$ cat src/hdl/sct_pkg.sv
// Types, codes and constants shared by the snapshot change tracker files.
package sct_pkg;

   localparam int TABLE_DEPTH_DEF = 32;
   localparam logic [13:0] RATE_MIN = 14'd10;
   localparam logic [13:0] RATE_MAX = 14'd10000;

   typedef enum logic [1:0] {
      OP_BEGIN  = 2'd0,
      OP_REPORT = 2'd1,
      OP_END    = 2'd2,
      OP_CLEAR  = 2'd3
   } op_type;

   typedef enum logic [2:0] {
      KIND_HEADER  = 3'd0,
      KIND_NEW     = 3'd1,
      KIND_CHANGED = 3'd2,
      KIND_DELETED = 3'd3,
      KIND_FULL    = 3'd4
   } kind_type;

   typedef enum logic [3:0] {
      ST_IDLE,
      ST_CLR_RD,
      ST_CLR_WR,
      ST_SRCH_RD,
      ST_SRCH_CMP,
      ST_SHIFT_RD,
      ST_SHIFT_WR,
      ST_INSERT,
      ST_INS_CHG,
      ST_SWEEP_RD,
      ST_SWEEP_CHK,
      ST_DEL_RD,
      ST_DEL_WR,
      ST_EMIT,
      ST_DONE
   } state_type;

   typedef struct packed {
      logic [31:0] key;
      logic [30:0] size;
      logic [30:0] high_water;
      logic        seen;
   } entry_type;

   typedef struct packed {
      kind_type    kind;
      logic [31:0] key;
      logic [30:0] size;
      logic [30:0] high_water;
      logic [30:0] capacity;
      logic [31:0] period;
      logic [13:0] rate;
   } record_type;

endpackage

$ cat src/hdl/sct_table.sv
// Entry table memory with one write port and one registered read port.
module sct_table import sct_pkg::*; #(
   parameter int TABLE_DEPTH = TABLE_DEPTH_DEF,
   parameter int AW = $clog2(TABLE_DEPTH)
) (
   input  logic          clock,
   input  logic [AW-1:0] rd_addr,
   output entry_type     rd_data,
   input  logic          wr_en,
   input  logic [AW-1:0] wr_addr,
   input  entry_type     wr_data
);

   entry_type mem [TABLE_DEPTH];
   entry_type rd_data_ff;

   always_ff @(posedge clock) begin
      if (wr_en) begin
         mem[wr_addr] <= wr_data;
      end
      rd_data_ff <= mem[rd_addr];
   end

   assign rd_data = rd_data_ff;

endmodule

$ cat src/hdl/snapshot_change_tracker.sv
// Top level of the snapshot change tracker: sequencer around the sorted entry table.
//
//  channel  direction  tdata / data                         tuser / tlast
//  req_     in         key, size, capacity                  operation
//  rsp_     out        key, size, high water, capacity,     kind, last record
//                      period, rate
//  csr_     in         sample rate                          -
//
// One item is taken at a time. A begin reads and rewrites every stored entry, a
// report searches the entries linearly and moves entries up on insertion, and an
// end checks every entry and moves entries down on each deletion; the cost of each
// is set by the single read and write port of the table.
// A stalled result side holds the sequencer once two records wait.
// Reset is synchronous and empties the table at once; no clearing pass is needed.
module snapshot_change_tracker import sct_pkg::*; #(
   parameter int TABLE_DEPTH = TABLE_DEPTH_DEF
) (
   input  logic         clock,
   input  logic         reset,
   input  logic         req_tvalid,
   output logic         req_tready,
   input  logic [95:0]  req_tdata,  // object_key, object_size, object_capacity, zero fill
   input  logic [1:0]   req_tuser,  // operation
   output logic         rsp_tvalid,
   input  logic         rsp_tready,
   output logic [175:0] rsp_tdata,  // key, size, high water, capacity, period, rate, zero fill
   output logic [2:0]   rsp_tuser,  // record_kind
   output logic         rsp_tlast,
   input  logic         csr_valid,
   output logic         csr_ready,
   input  logic [13:0]  csr_data
);

   localparam int AW = $clog2(TABLE_DEPTH);
   localparam int CW = $clog2(TABLE_DEPTH + 1);

   state_type   state_ff, state_in, ret_ff, ret_in;
   logic [CW-1:0] idx_ff, idx_in, jdx_ff, jdx_in, count_ff, count_in;
   logic [31:0] period_ff, period_in;
   logic        hdr_ff, hdr_in;
   logic [13:0] rate_ff, rate_in;
   logic [31:0] key_ff, key_in;
   logic [30:0] size_ff, size_in, cap_ff, cap_in;
   record_type  pend_ff, pend_in, hold_ff, hold_in, out_ff, out_in;
   logic        hold_v_ff, hold_v_in, out_v_ff, out_v_in, last_ff, last_in;

   logic [AW-1:0] rd_addr, wr_addr;
   logic        wr_en;
   entry_type   rd_data, wr_data;
   record_type  hdr_rec, push_rec;
   logic [13:0] rate_clamped;
   logic        req_acc, can_push, full, key_lt, key_eq, size_ne;
   logic [30:0] new_hw;
   state_type   nf_state;

   sct_table #(.TABLE_DEPTH(TABLE_DEPTH), .AW(AW)) u_table (
      .clock  (clock),
      .rd_addr(rd_addr),
      .rd_data(rd_data),
      .wr_en  (wr_en),
      .wr_addr(wr_addr),
      .wr_data(wr_data)
   );

   assign req_tready = (state_ff == ST_IDLE);
   assign req_acc    = req_tvalid && req_tready;
   assign csr_ready  = 1'b1;
   assign can_push   = !hold_v_ff || !out_v_ff || rsp_tready;
   assign full       = (count_ff == CW'(TABLE_DEPTH));
   assign key_lt     = rd_data.key < key_ff;
   assign key_eq     = rd_data.key == key_ff;
   assign size_ne    = rd_data.size != size_ff;
   assign new_hw     = (size_ff > rd_data.high_water) ? size_ff : rd_data.high_water;
   assign nf_state   = full ? ST_EMIT : ((count_ff == idx_ff) ? ST_INSERT : ST_SHIFT_RD);

   always_comb begin
      if (rate_ff < RATE_MIN) begin
         rate_clamped = RATE_MIN;
      end else if (rate_ff > RATE_MAX) begin
         rate_clamped = RATE_MAX;
      end else begin
         rate_clamped = rate_ff;
      end
      hdr_rec = '{kind: KIND_HEADER, key: '0, size: '0, high_water: '0, capacity: '0,
                  period: period_ff, rate: rate_clamped};
      push_rec = hdr_ff ? pend_ff : hdr_rec;
   end

   // Next state.
   always_comb begin
      state_in = state_ff;
      unique case (state_ff)
         ST_IDLE: begin
            if (req_acc) begin
               unique case (op_type'(req_tuser))
                  OP_BEGIN:  state_in = (count_ff == '0) ? ST_DONE : ST_CLR_RD;
                  OP_REPORT: state_in = ST_SRCH_RD;
                  OP_END:    state_in = ST_SWEEP_RD;
                  OP_CLEAR:  state_in = ST_DONE;
               endcase
            end
         end
         ST_CLR_RD:   state_in = ST_CLR_WR;
         ST_CLR_WR:   state_in = (idx_ff + 1'b1 == count_ff) ? ST_DONE : ST_CLR_RD;
         ST_SRCH_RD:  state_in = (idx_ff < count_ff) ? ST_SRCH_CMP : nf_state;
         ST_SRCH_CMP: begin
            priority if (key_lt) begin
               state_in = ST_SRCH_RD;
            end else if (key_eq) begin
               state_in = size_ne ? ST_EMIT : ST_DONE;
            end else begin
               state_in = nf_state;
            end
         end
         ST_SHIFT_RD:  state_in = ST_SHIFT_WR;
         ST_SHIFT_WR:  state_in = (jdx_ff - 1'b1 == idx_ff) ? ST_INSERT : ST_SHIFT_RD;
         ST_INSERT:    state_in = ST_EMIT;
         ST_INS_CHG:   state_in = ST_EMIT;
         ST_SWEEP_RD:  state_in = (idx_ff == '0) ? ST_DONE : ST_SWEEP_CHK;
         ST_SWEEP_CHK: state_in = rd_data.seen ? ST_SWEEP_RD : ST_EMIT;
         ST_DEL_RD:    state_in = (jdx_ff + 1'b1 < count_ff) ? ST_DEL_WR : ST_SWEEP_RD;
         ST_DEL_WR:    state_in = ST_DEL_RD;
         ST_EMIT:      state_in = (can_push && hdr_ff) ? ret_ff : ST_EMIT;
         ST_DONE:      state_in = (!hold_v_ff || !out_v_ff || rsp_tready) ? ST_IDLE : ST_DONE;
         default:      state_in = ST_IDLE;
      endcase
   end

   // Datapath, table accesses and record buffering.
   always_comb begin
      idx_in    = idx_ff;
      jdx_in    = jdx_ff;
      count_in  = count_ff;
      period_in = period_ff;
      hdr_in    = hdr_ff;
      rate_in   = (csr_valid && csr_ready) ? csr_data : rate_ff;
      key_in    = key_ff;
      size_in   = size_ff;
      cap_in    = cap_ff;
      pend_in   = pend_ff;
      ret_in    = ret_ff;
      hold_in   = hold_ff;
      hold_v_in = hold_v_ff;
      out_in    = out_ff;
      last_in   = last_ff;
      out_v_in  = out_v_ff && !rsp_tready;
      rd_addr   = idx_ff[AW-1:0];
      wr_en     = 1'b0;
      wr_addr   = idx_ff[AW-1:0];
      wr_data   = rd_data;
      unique case (state_ff)
         ST_IDLE: begin
            if (req_acc) begin
               key_in  = req_tdata[31:0];
               size_in = req_tdata[62:32];
               cap_in  = req_tdata[93:63];
               idx_in  = '0;
               unique case (op_type'(req_tuser))
                  OP_BEGIN: begin
                     period_in = period_ff + 32'd1;
                     hdr_in    = 1'b0;
                  end
                  OP_REPORT: ;
                  OP_END:   idx_in = count_ff;
                  OP_CLEAR: count_in = '0;
               endcase
            end
         end
         ST_CLR_RD: ;
         ST_CLR_WR: begin
            wr_en        = 1'b1;
            wr_data.seen = 1'b0;
            idx_in       = idx_ff + 1'b1;
         end
         ST_SRCH_RD: begin
            jdx_in = count_ff;
            if (!(idx_ff < count_ff) && full) begin
               pend_in = '{kind: KIND_FULL, key: key_ff, default: '0};
               ret_in  = ST_DONE;
            end
         end
         ST_SRCH_CMP: begin
            jdx_in = count_ff;
            priority if (key_lt) begin
               idx_in = idx_ff + 1'b1;
            end else if (key_eq) begin
               wr_en        = 1'b1;
               wr_data.seen = 1'b1;
               if (size_ne) begin
                  wr_data.size       = size_ff;
                  wr_data.high_water = new_hw;
                  pend_in = '{kind: KIND_CHANGED, key: key_ff, size: size_ff,
                              high_water: new_hw, default: '0};
                  ret_in  = ST_DONE;
               end
            end else if (full) begin
               pend_in = '{kind: KIND_FULL, key: key_ff, default: '0};
               ret_in  = ST_DONE;
            end
         end
         ST_SHIFT_RD: rd_addr = AW'(jdx_ff - 1'b1);
         ST_SHIFT_WR: begin
            wr_en   = 1'b1;
            wr_addr = jdx_ff[AW-1:0];
            jdx_in  = jdx_ff - 1'b1;
         end
         ST_INSERT: begin
            wr_en   = 1'b1;
            wr_data = '{key: key_ff, size: size_ff, high_water: size_ff, seen: 1'b1};
            count_in = count_ff + 1'b1;
            pend_in = '{kind: KIND_NEW, key: key_ff, capacity: cap_ff, default: '0};
            ret_in  = ST_INS_CHG;
         end
         ST_INS_CHG: begin
            pend_in = '{kind: KIND_CHANGED, key: key_ff, size: size_ff,
                        high_water: size_ff, default: '0};
            ret_in  = ST_DONE;
         end
         ST_SWEEP_RD: begin
            rd_addr = AW'(idx_ff - 1'b1);
            if (idx_ff != '0) begin
               idx_in = idx_ff - 1'b1;
            end
         end
         ST_SWEEP_CHK: begin
            jdx_in  = idx_ff;
            pend_in = '{kind: KIND_DELETED, key: rd_data.key, default: '0};
            ret_in  = ST_DEL_RD;
         end
         ST_DEL_RD: begin
            rd_addr = AW'(jdx_ff + 1'b1);
            if (!(jdx_ff + 1'b1 < count_ff)) begin
               count_in = count_ff - 1'b1;
            end
         end
         ST_DEL_WR: begin
            wr_en   = 1'b1;
            wr_addr = jdx_ff[AW-1:0];
            jdx_in  = jdx_ff + 1'b1;
         end
         ST_EMIT: begin
            if (can_push) begin
               hdr_in = 1'b1;
               if (hold_v_ff) begin
                  out_in   = hold_ff;
                  last_in  = 1'b0;
                  out_v_in = 1'b1;
               end
               hold_in   = push_rec;
               hold_v_in = 1'b1;
            end
         end
         ST_DONE: begin
            if (hold_v_ff && (!out_v_ff || rsp_tready)) begin
               out_in    = hold_ff;
               last_in   = 1'b1;
               out_v_in  = 1'b1;
               hold_v_in = 1'b0;
            end
         end
         default: ;
      endcase
   end

   always_ff @(posedge clock) begin
      if (reset) begin
         state_ff  <= ST_IDLE;
         count_ff  <= '0;
         period_ff <= '1;
         hdr_ff    <= 1'b0;
         rate_ff   <= RATE_MIN;
         hold_v_ff <= 1'b0;
         out_v_ff  <= 1'b0;
      end else begin
         state_ff  <= state_in;
         count_ff  <= count_in;
         period_ff <= period_in;
         hdr_ff    <= hdr_in;
         rate_ff   <= rate_in;
         hold_v_ff <= hold_v_in;
         out_v_ff  <= out_v_in;
      end
   end

   always_ff @(posedge clock) begin
      ret_ff  <= ret_in;
      idx_ff  <= idx_in;
      jdx_ff  <= jdx_in;
      key_ff  <= key_in;
      size_ff <= size_in;
      cap_ff  <= cap_in;
      pend_ff <= pend_in;
      hold_ff <= hold_in;
      out_ff  <= out_in;
      last_ff <= last_in;
   end

   assign rsp_tvalid = out_v_ff;
   assign rsp_tuser  = out_ff.kind;
   assign rsp_tlast  = last_ff;
   assign rsp_tdata  = {5'b0, out_ff.rate, out_ff.period, out_ff.capacity,
                        out_ff.high_water, out_ff.size, out_ff.key};

endmodule

$ cat config.mk
export PLATFORM = sky130hd
export DESIGN_NAME = snapshot_change_tracker
export DESIGN_NICKNAME = d
export VERILOG_FILES = /design/src/hdl/sct_pkg.sv /design/src/hdl/sct_table.sv /design/src/hdl/snapshot_change_tracker.sv
export SDC_FILE = /design/constraint.sdc
export NUM_CORES = 2
export LEC_CHECK = 0
export ABC_AREA = 1
export BUFFER_PORTS_ARGS = -buffer_cell sky130_fd_sc_hd__buf_2
export CORE_ASPECT_RATIO = 1.25
export CORE_UTILIZATION = 25
export DETAILED_ROUTE_END_ITERATION = 12
export PLACE_DENSITY = 0.46
export SETUP_SLACK_MARGIN = 0.1
export SLEW_MARGIN = 20
export SYNTH_ARGS = -nofsm -noshare
export SYNTH_HDL_FRONTEND = slang
export SYNTH_HIERARCHICAL = 1
export SYNTH_SLANG_ARGS = --single-unit
$ cat constraint.sdc
create_clock -name clock -period 26.9 [get_ports clock]
set_input_delay 4.035 -clock clock [delete_from_list [all_inputs] [get_ports clock]]
set_output_delay 4.035 -clock clock [all_outputs]
set_load 0.02 [all_outputs]
=== Yosys cells after proc, flatten, opt, wreduce, memory -nomap -nowiden ===
Memories as Yosys holds them, arrays and structs flattened. A register that Yosys moved wholly into a read port is not among the register bits.
Cells that the tools add are included.

* Output and inout bits: 183
* Bits in read-only memories: 0
* Bits in latches: 0
* Memories kept: 1
* Memory bits (writable): 3040
* Logic and storage cells: 195
* Register bits: 692

{| class="wikitable"
|+ Memory list
! memory !! words !! bits a word !! read ports !! clocked after memory_dff !! write ports !! line !! text
|-
| u_table.mem || 32 || 95 || 1 || 1 || 1 || sct_table.sv:14 || <nowiki>entry_type mem [TABLE_DEPTH];</nowiki>
|}

* Reduce and logical (&&, ||, !) cells: 36
* Muxes and demuxes: 74
* Add/sub/neg operators: 7
* Order comparisons: 6
* Bitwise gates (word level): 0
* Eq/ne operators: 36
* Multiply operators: 0
* Divide/modulo/power cells: 0
* Shift operators: 0

{| class="wikitable"
|+ Operator list
! operator !! count
|-
| two-way mux 174 bit || 8
|-
| case mux 174 bit (5 select lines) || 1
|-
| case mux 174 bit (2 select lines) || 1
|-
| two-way mux 63 bit || 2
|-
| case mux 62 bit (2 select lines) || 1
|-
| two-way mux 62 bit || 1
|-
| two-way mux 4 bit || 14
|-
| case mux 4 bit (14 select lines) || 1
|-
| case mux 6 bit (4 select lines) || 2
|-
| two-way mux 46 bit || 1
|-
| two-way mux 6 bit || 7
|-
| adder 32 x 1 -> 32 bit (second input constant) || 1
|-
| equality test 32 bit || 1
|-
| < comparator 32 bit || 1
|-
| two-way mux 32 bit || 1
|-
| > comparator 31 bit || 1
|-
| two-way mux 31 bit || 1
|-
| != test 31 bit || 1
|-
| equality test 4 bit (second input constant) || 7
|-
| two-way mux 14 bit || 2
|-
| case mux 4 bit (5 select lines) || 1
|-
| adder 6 x 1 -> 6 bit (second input constant) || 3
|-
| equality test 6 bit || 3
|-
| case mux 6 bit (3 select lines) || 1
|-
| other kinds (38) || 96
|}

=== Depth between registers and ports, before layout ===
* Word-level depth: 6
* Depth in mapped cells: 19

=== Cells and area by module ===
The synthesis kept the hierarchy.

{| class="wikitable"
|+ By module, submodules not included
! module !! times used !! area an instance (sq um) !! cells each !! sequential area each (sq um)
|-
| sct_table || 1 || 123218.2 || 10009 || 93189.4
|-
| snapshot_change_tracker || 1 || 29747.3 || 2983 || 18778.0
|}

=== Worst setup path before layout ===
OpenSTA, ideal clock, no wires.

* Path kind: input to register
* From: in rsp_tready
* To: reg state_ff[1]
* Stages on the path: 8
* Path slack: 14.610 ns
* Data required time: 26.834 ns
* Arrival time: 12.224 ns
* Buffers on the path: 0
* Library setup time: 0.066 ns
* Cells stage by stage: nor2_1 > nor2_1 > nand3_1 > nand4_1 > a21oi_1 > nand3_1 > nor2_1 > nor2_1

* Longest elaborated chain between the ends: 4
* Elaborated cells between the ends (all ways): 5

{| class="wikitable"
|+ Ends and longest elaborated chain
! item !! line !! text
|-
| from (decl) || snapshot_change_tracker.sv:25 || <nowiki>input logic rsp_tready,</nowiki>
|-
| logical OR 1 bit (*) || snapshot_change_tracker.sv:68, snapshot_change_tracker.sv:124 ||
|-
| logical AND 1 bit || snapshot_change_tracker.sv:123 || <nowiki>ST_EMIT: state_in = (can_push && hdr_ff) ? ret_ff : ST_EMIT;</nowiki>
|-
| two-way mux 4 bit || snapshot_change_tracker.sv:123 ||
|-
| case mux 4 bit (14 select lines) (*) || snapshot_change_tracker.sv:92 || <nowiki>unique case (state_ff)</nowiki>
|-
| to (signal assigned) || snapshot_change_tracker.sv:275 || <nowiki>state_ff <= state_in;</nowiki>
|-
| to (decl) || snapshot_change_tracker.sv:37 || <nowiki>state_type state_ff, state_in, ret_ff, ret_in;</nowiki>
|}

Mark *: on every way between the ends. The rest lies on a longest branch, timed or not.
A chain may end at the register's enable or synchronous reset.

=== Worst setup path in the final report ===
* From: reg state_ff[2]
* To: reg u_table/rd_data[51] (netlist name)

* Longest elaborated chain between the ends: 2
* Elaborated cells between the ends (all ways): 4

{| class="wikitable"
|+ Ends and longest elaborated chain
! item !! line !! text
|-
| equality test 4 bit or equality test 4 x 3 -> 1 bit (tied branches) || snapshot_change_tracker.sv:151 || <nowiki>unique case (state_ff)</nowiki>
|-
| case mux 5 bit (3 select lines) (*) || snapshot_change_tracker.sv:151 ||
|-
| named net rd_addr[0] || snapshot_change_tracker.sv:47 || <nowiki>logic [AW-1:0] rd_addr, wr_addr;</nowiki>
|}

Mark *: on every way through the listed nets, which the timed path passes. The rest lies on a longest branch.

==> results.yml <==
run_status:
  status: "finished clean"
clock_tree:
  cts_resized: 0
  ctsHoldBuffers: 0
  cts_buffer_depth: 4
  cts_sinks: 3780
  path_clk_slew_ns: 0.07
  cts_htree_levels: 5
  clk_latency_ns: 0.98
  cts_tree: "done"
  clockRootBuffer: "clkbuf_16"
  numCtsBuffers: 370
  cts_setup_buffers: 0
worst_setup_path:
  worstReg2RegStart: "state_ff[2]"
  cp_max_fo: 189
  crit_path_start_kind: "flop"
  crit_chain: "inv_2, nand2_1, inv_2, nand2_2, o22ai_1, a21oi_1, o21ai_4, buf_4, inv_16, buf_4, buf_4, buf_4, buf_4, nand2_1, nand3_1, nand3_1, nand2_1, nand2_1, nand2_1, nand2_1, nand2_1"
  r2r_cells: 21
  crit_top_cell: "nand2_1"
  cp_data_required_time_ns: 27.73
  critPathTopFamily: "buffers and inverters"
  reg2reg_slack_ns: 19.95
  slowest_delay_ns: 0.83
  startpoint: "state_ff[2]"
  endpoint_kind: "flop"
  worstSetupPathType: "reg -> reg"
  critPathSlowestCell: "buf_4"
  path_buf_inv: 8
  r2r_end: "u_table/rd_data[51]"
  worstPathArrival_ns: 7.78
route:
  dr.pass1.iters: 6
  drc_errors: 0
  wl_per_cell_um: 22.4
  vias: 98499
  drt-total-wl_mm: 482
  viasPerCell: 4.58
  detail-route-antenna-nets: 0
  drt_iter0_drc: 9266
timing:
  rsz0062_at_grt: "false"
  drv_slew: 0
  whs_ns: 0.377
  fin_crit_sh: 0.258
  finalHoldViolCount: 0
  tightest_slew_ns: 1.20
  skew_ns: 0.103
  fmax_ghz: 0.144
  finalSetupViolCount: 0
  timing.setup.tns_ns: 0
  max-slew-margin-rel: 0.200
  period_needed_ns: 6.95
synth:
  syn_avg_cell_area_um2: 11.8
  synth_largest_area_cell: "edfxtp_1"
  ys_ff_latch: 3780
  seq_area_frac_synth: 0.732
  synthFlopType: "edfxtp_1"
  async_reset_ff_frac: 0
  synth.distinct_cells: 46
  ys_warn_count: 6
  synth_area_leaders: "edfxtp_1 71%, nand2_1 10%, nand3_1 9.2%"
  synth_area_um2: 153000
  synth_top_area_share: 0.712
  synth_edf_count: 3626
  netlist_instances: 12992
min_path:
  min_to: "rsp_tdata[100]"
  holdCritPathClass: "reg -> reg"
  worstHoldPathCells: 0
  hp-start: "hold_ff[52]"
job:
  cap_violations: 0
global_routing:
  grt_pass1_wl_mm: 687
  grt-ovfl-total: 0
  antenna_found_initial: 28
  grt_max_degree: 190
  grt_usage: 0.151
  grt_pass1_vias: 93576
cells_and_area:
  multiInputGateArea_um2: 35700
  layout.nets: 13344
  layout-drive-gt1-share: 0.0907
  fillCellCount: 62235
  syn_to_final_growth_pct: 14.6
  regArea_um2: 112000
floorplanning:
  rows: 320
  io_pins: 300
  dieArea_um2: 615000
  start_util: 0.251
  die_w_um: 702
  die_y_um: 877
  core-area_um2: 609000
placement:
  hpwl_mm: 248
  portBuffers: 291
  routabilityCongestion: 0.794
power_and_ir_drop:
  p_per_area_nw_per_um2: 121
  ir_worst_vdd_mv: 0.158
  leakage_uw: 0.0635
-- area by class of cell --
cell class	count	area share
diodes	12	0.000171
clock buffers	484	0.0570
clock inverters	199	0.0113
inverters	553	0.0121
multi-input cells	7905	0.204
flip-flops and latches	3780	0.639
well taps	8050	0.0575
repair buffers	528	0.0195
-- sequential cells by signal (all words and copies together), names as in the netlist, 4 cells and up --
name and count:
u_table/mem 3040, hold_ff 174, rsp_tdata 171, pend_ff 128, u_table/rd_data 95, key_ff 32, period_ff 32, cap_ff 31
size_ff 31, rate_ff 14, count_ff 6, idx_ff 6, jdx_ff 6, state_ff 4
-- layer usage --
| layer | GRT usage | routed length, µm |
|---|---|---|
| met4 | 0.0408 | 13000 |
| met3 | 0.0181 | 26800 |
| met2 | 0.256 | 232000 |
| met1 | 0.203 | 210000 |
| met5 | 0 | 60 |
-- worst reg2reg max path, delay by kind of cell, from the launching register on --
kind / cells / cell delay [ns]
AND/OR/NAND/NOR: 10 / 1.48
AO/OA/AOI/OAI: 3 / 0.46
flip-flops: 1 / 0.39
buffers and inverters: 8 / 4.53
-- logic make-up (layout without fill, tap and decap cells) --
| kind of cell | Yosys count | count (layout) | share of synthesized area |
|---|---|---|---|
| AO/OA/AOI/OAI | 388 | 388 | 0.0136 |
| XOR/XNOR | 28 | 28 | 0.00160 |
| adder cells (fa/ha/maj) | 89 | 89 | 0.00733 |
| buffers and inverters | 1311 | 1764 | 0.0388 |
| flip-flops | 3780 | 3780 | 0.732 |
| other | 2 | 18 | 0.0000491 |
| AND/OR/NAND/NOR | 7394 | 7394 | 0.207 |
-- worst max-delay path by stage --
stage | slack (ns) | endpoint | cells past startpoint
after floorplan | 14.61 | state_ff[1] | 8
after global placement | 19.90 | u_table/rd_data[51] | 21
after detailed placement | 20.00 | u_table/rd_data[51] | 21
after CTS | 19.99 | u_table/rd_data[51] | 21
after global routing | 19.54 | u_table/rd_data[51] | 21
final | 19.95 | u_table/rd_data[51] | 21
-- power by group --
| group | switching, µW | total (µW) | leakage (µW) | internal, µW |
|---|---|---|---|---|
| Sequential | 187 | 8070 | 0.0341 | 7890 |
| Clock | 2280 | 5240 | 0.00584 | 2960 |
| Combinational | 6100 | 7930 | 0.0235 | 1830 |
-- cell usage after synthesis (87+ instances only) --
cell type,count
inv_1,526
buf_2,456
nand3_1,2810
edfxtp_1,3626
nor2_1,206
o21ai_0,195
ha_1,88
buf_4,87
nand2_1,4278
dfxtp_1,154
a21oi_1,120
clkbuf_1,148
-- per-stage QoR --
| stage | cells | setup slack, ns | cell area, µm² | power (µW) | util |
|---|---|---|---|---|---|
| 2_1_floorplan | 12996 | 14.61 | 153000 | 13200 | - |
| 3_3_place_gp | 20815 | 19.90 | 163000 | 16100 | 0.268 |
| 3_5_place_dp | 20816 | 20.00 | 163000 | 16100 | 0.268 |
| 4_1_cts | 21499 | 19.99 | 175000 | 21400 | 0.288 |
| 5_1_grt | 21502 | 19.54 | 175000 | 22400 | 0.288 |
| 6_report | 21511 | 19.95 | 175000 | 21200 | 0.288 |
-- placed cells by master (no fill, tap or decap), types with 76 or more instances in the layout --
| master | n |
|---|---|
| a21oi_1 | 119 |
| buf_4 | 223 |
| clkbuf_16 | 378 |
| nand2_1 | 4254 |
| buf_2 | 291 |
| edfxtp_1 | 3626 |
| clkbuf_1 | 93 |
| o21ai_0 | 159 |
| ha_1 | 88 |
| nand3_1 | 2809 |
| nor2_1 | 171 |
| dfxtp_1 | 153 |
| clkinv_1 | 76 |
| inv_1 | 523 |
Note: power is estimated with default switching activity, not from simulation.
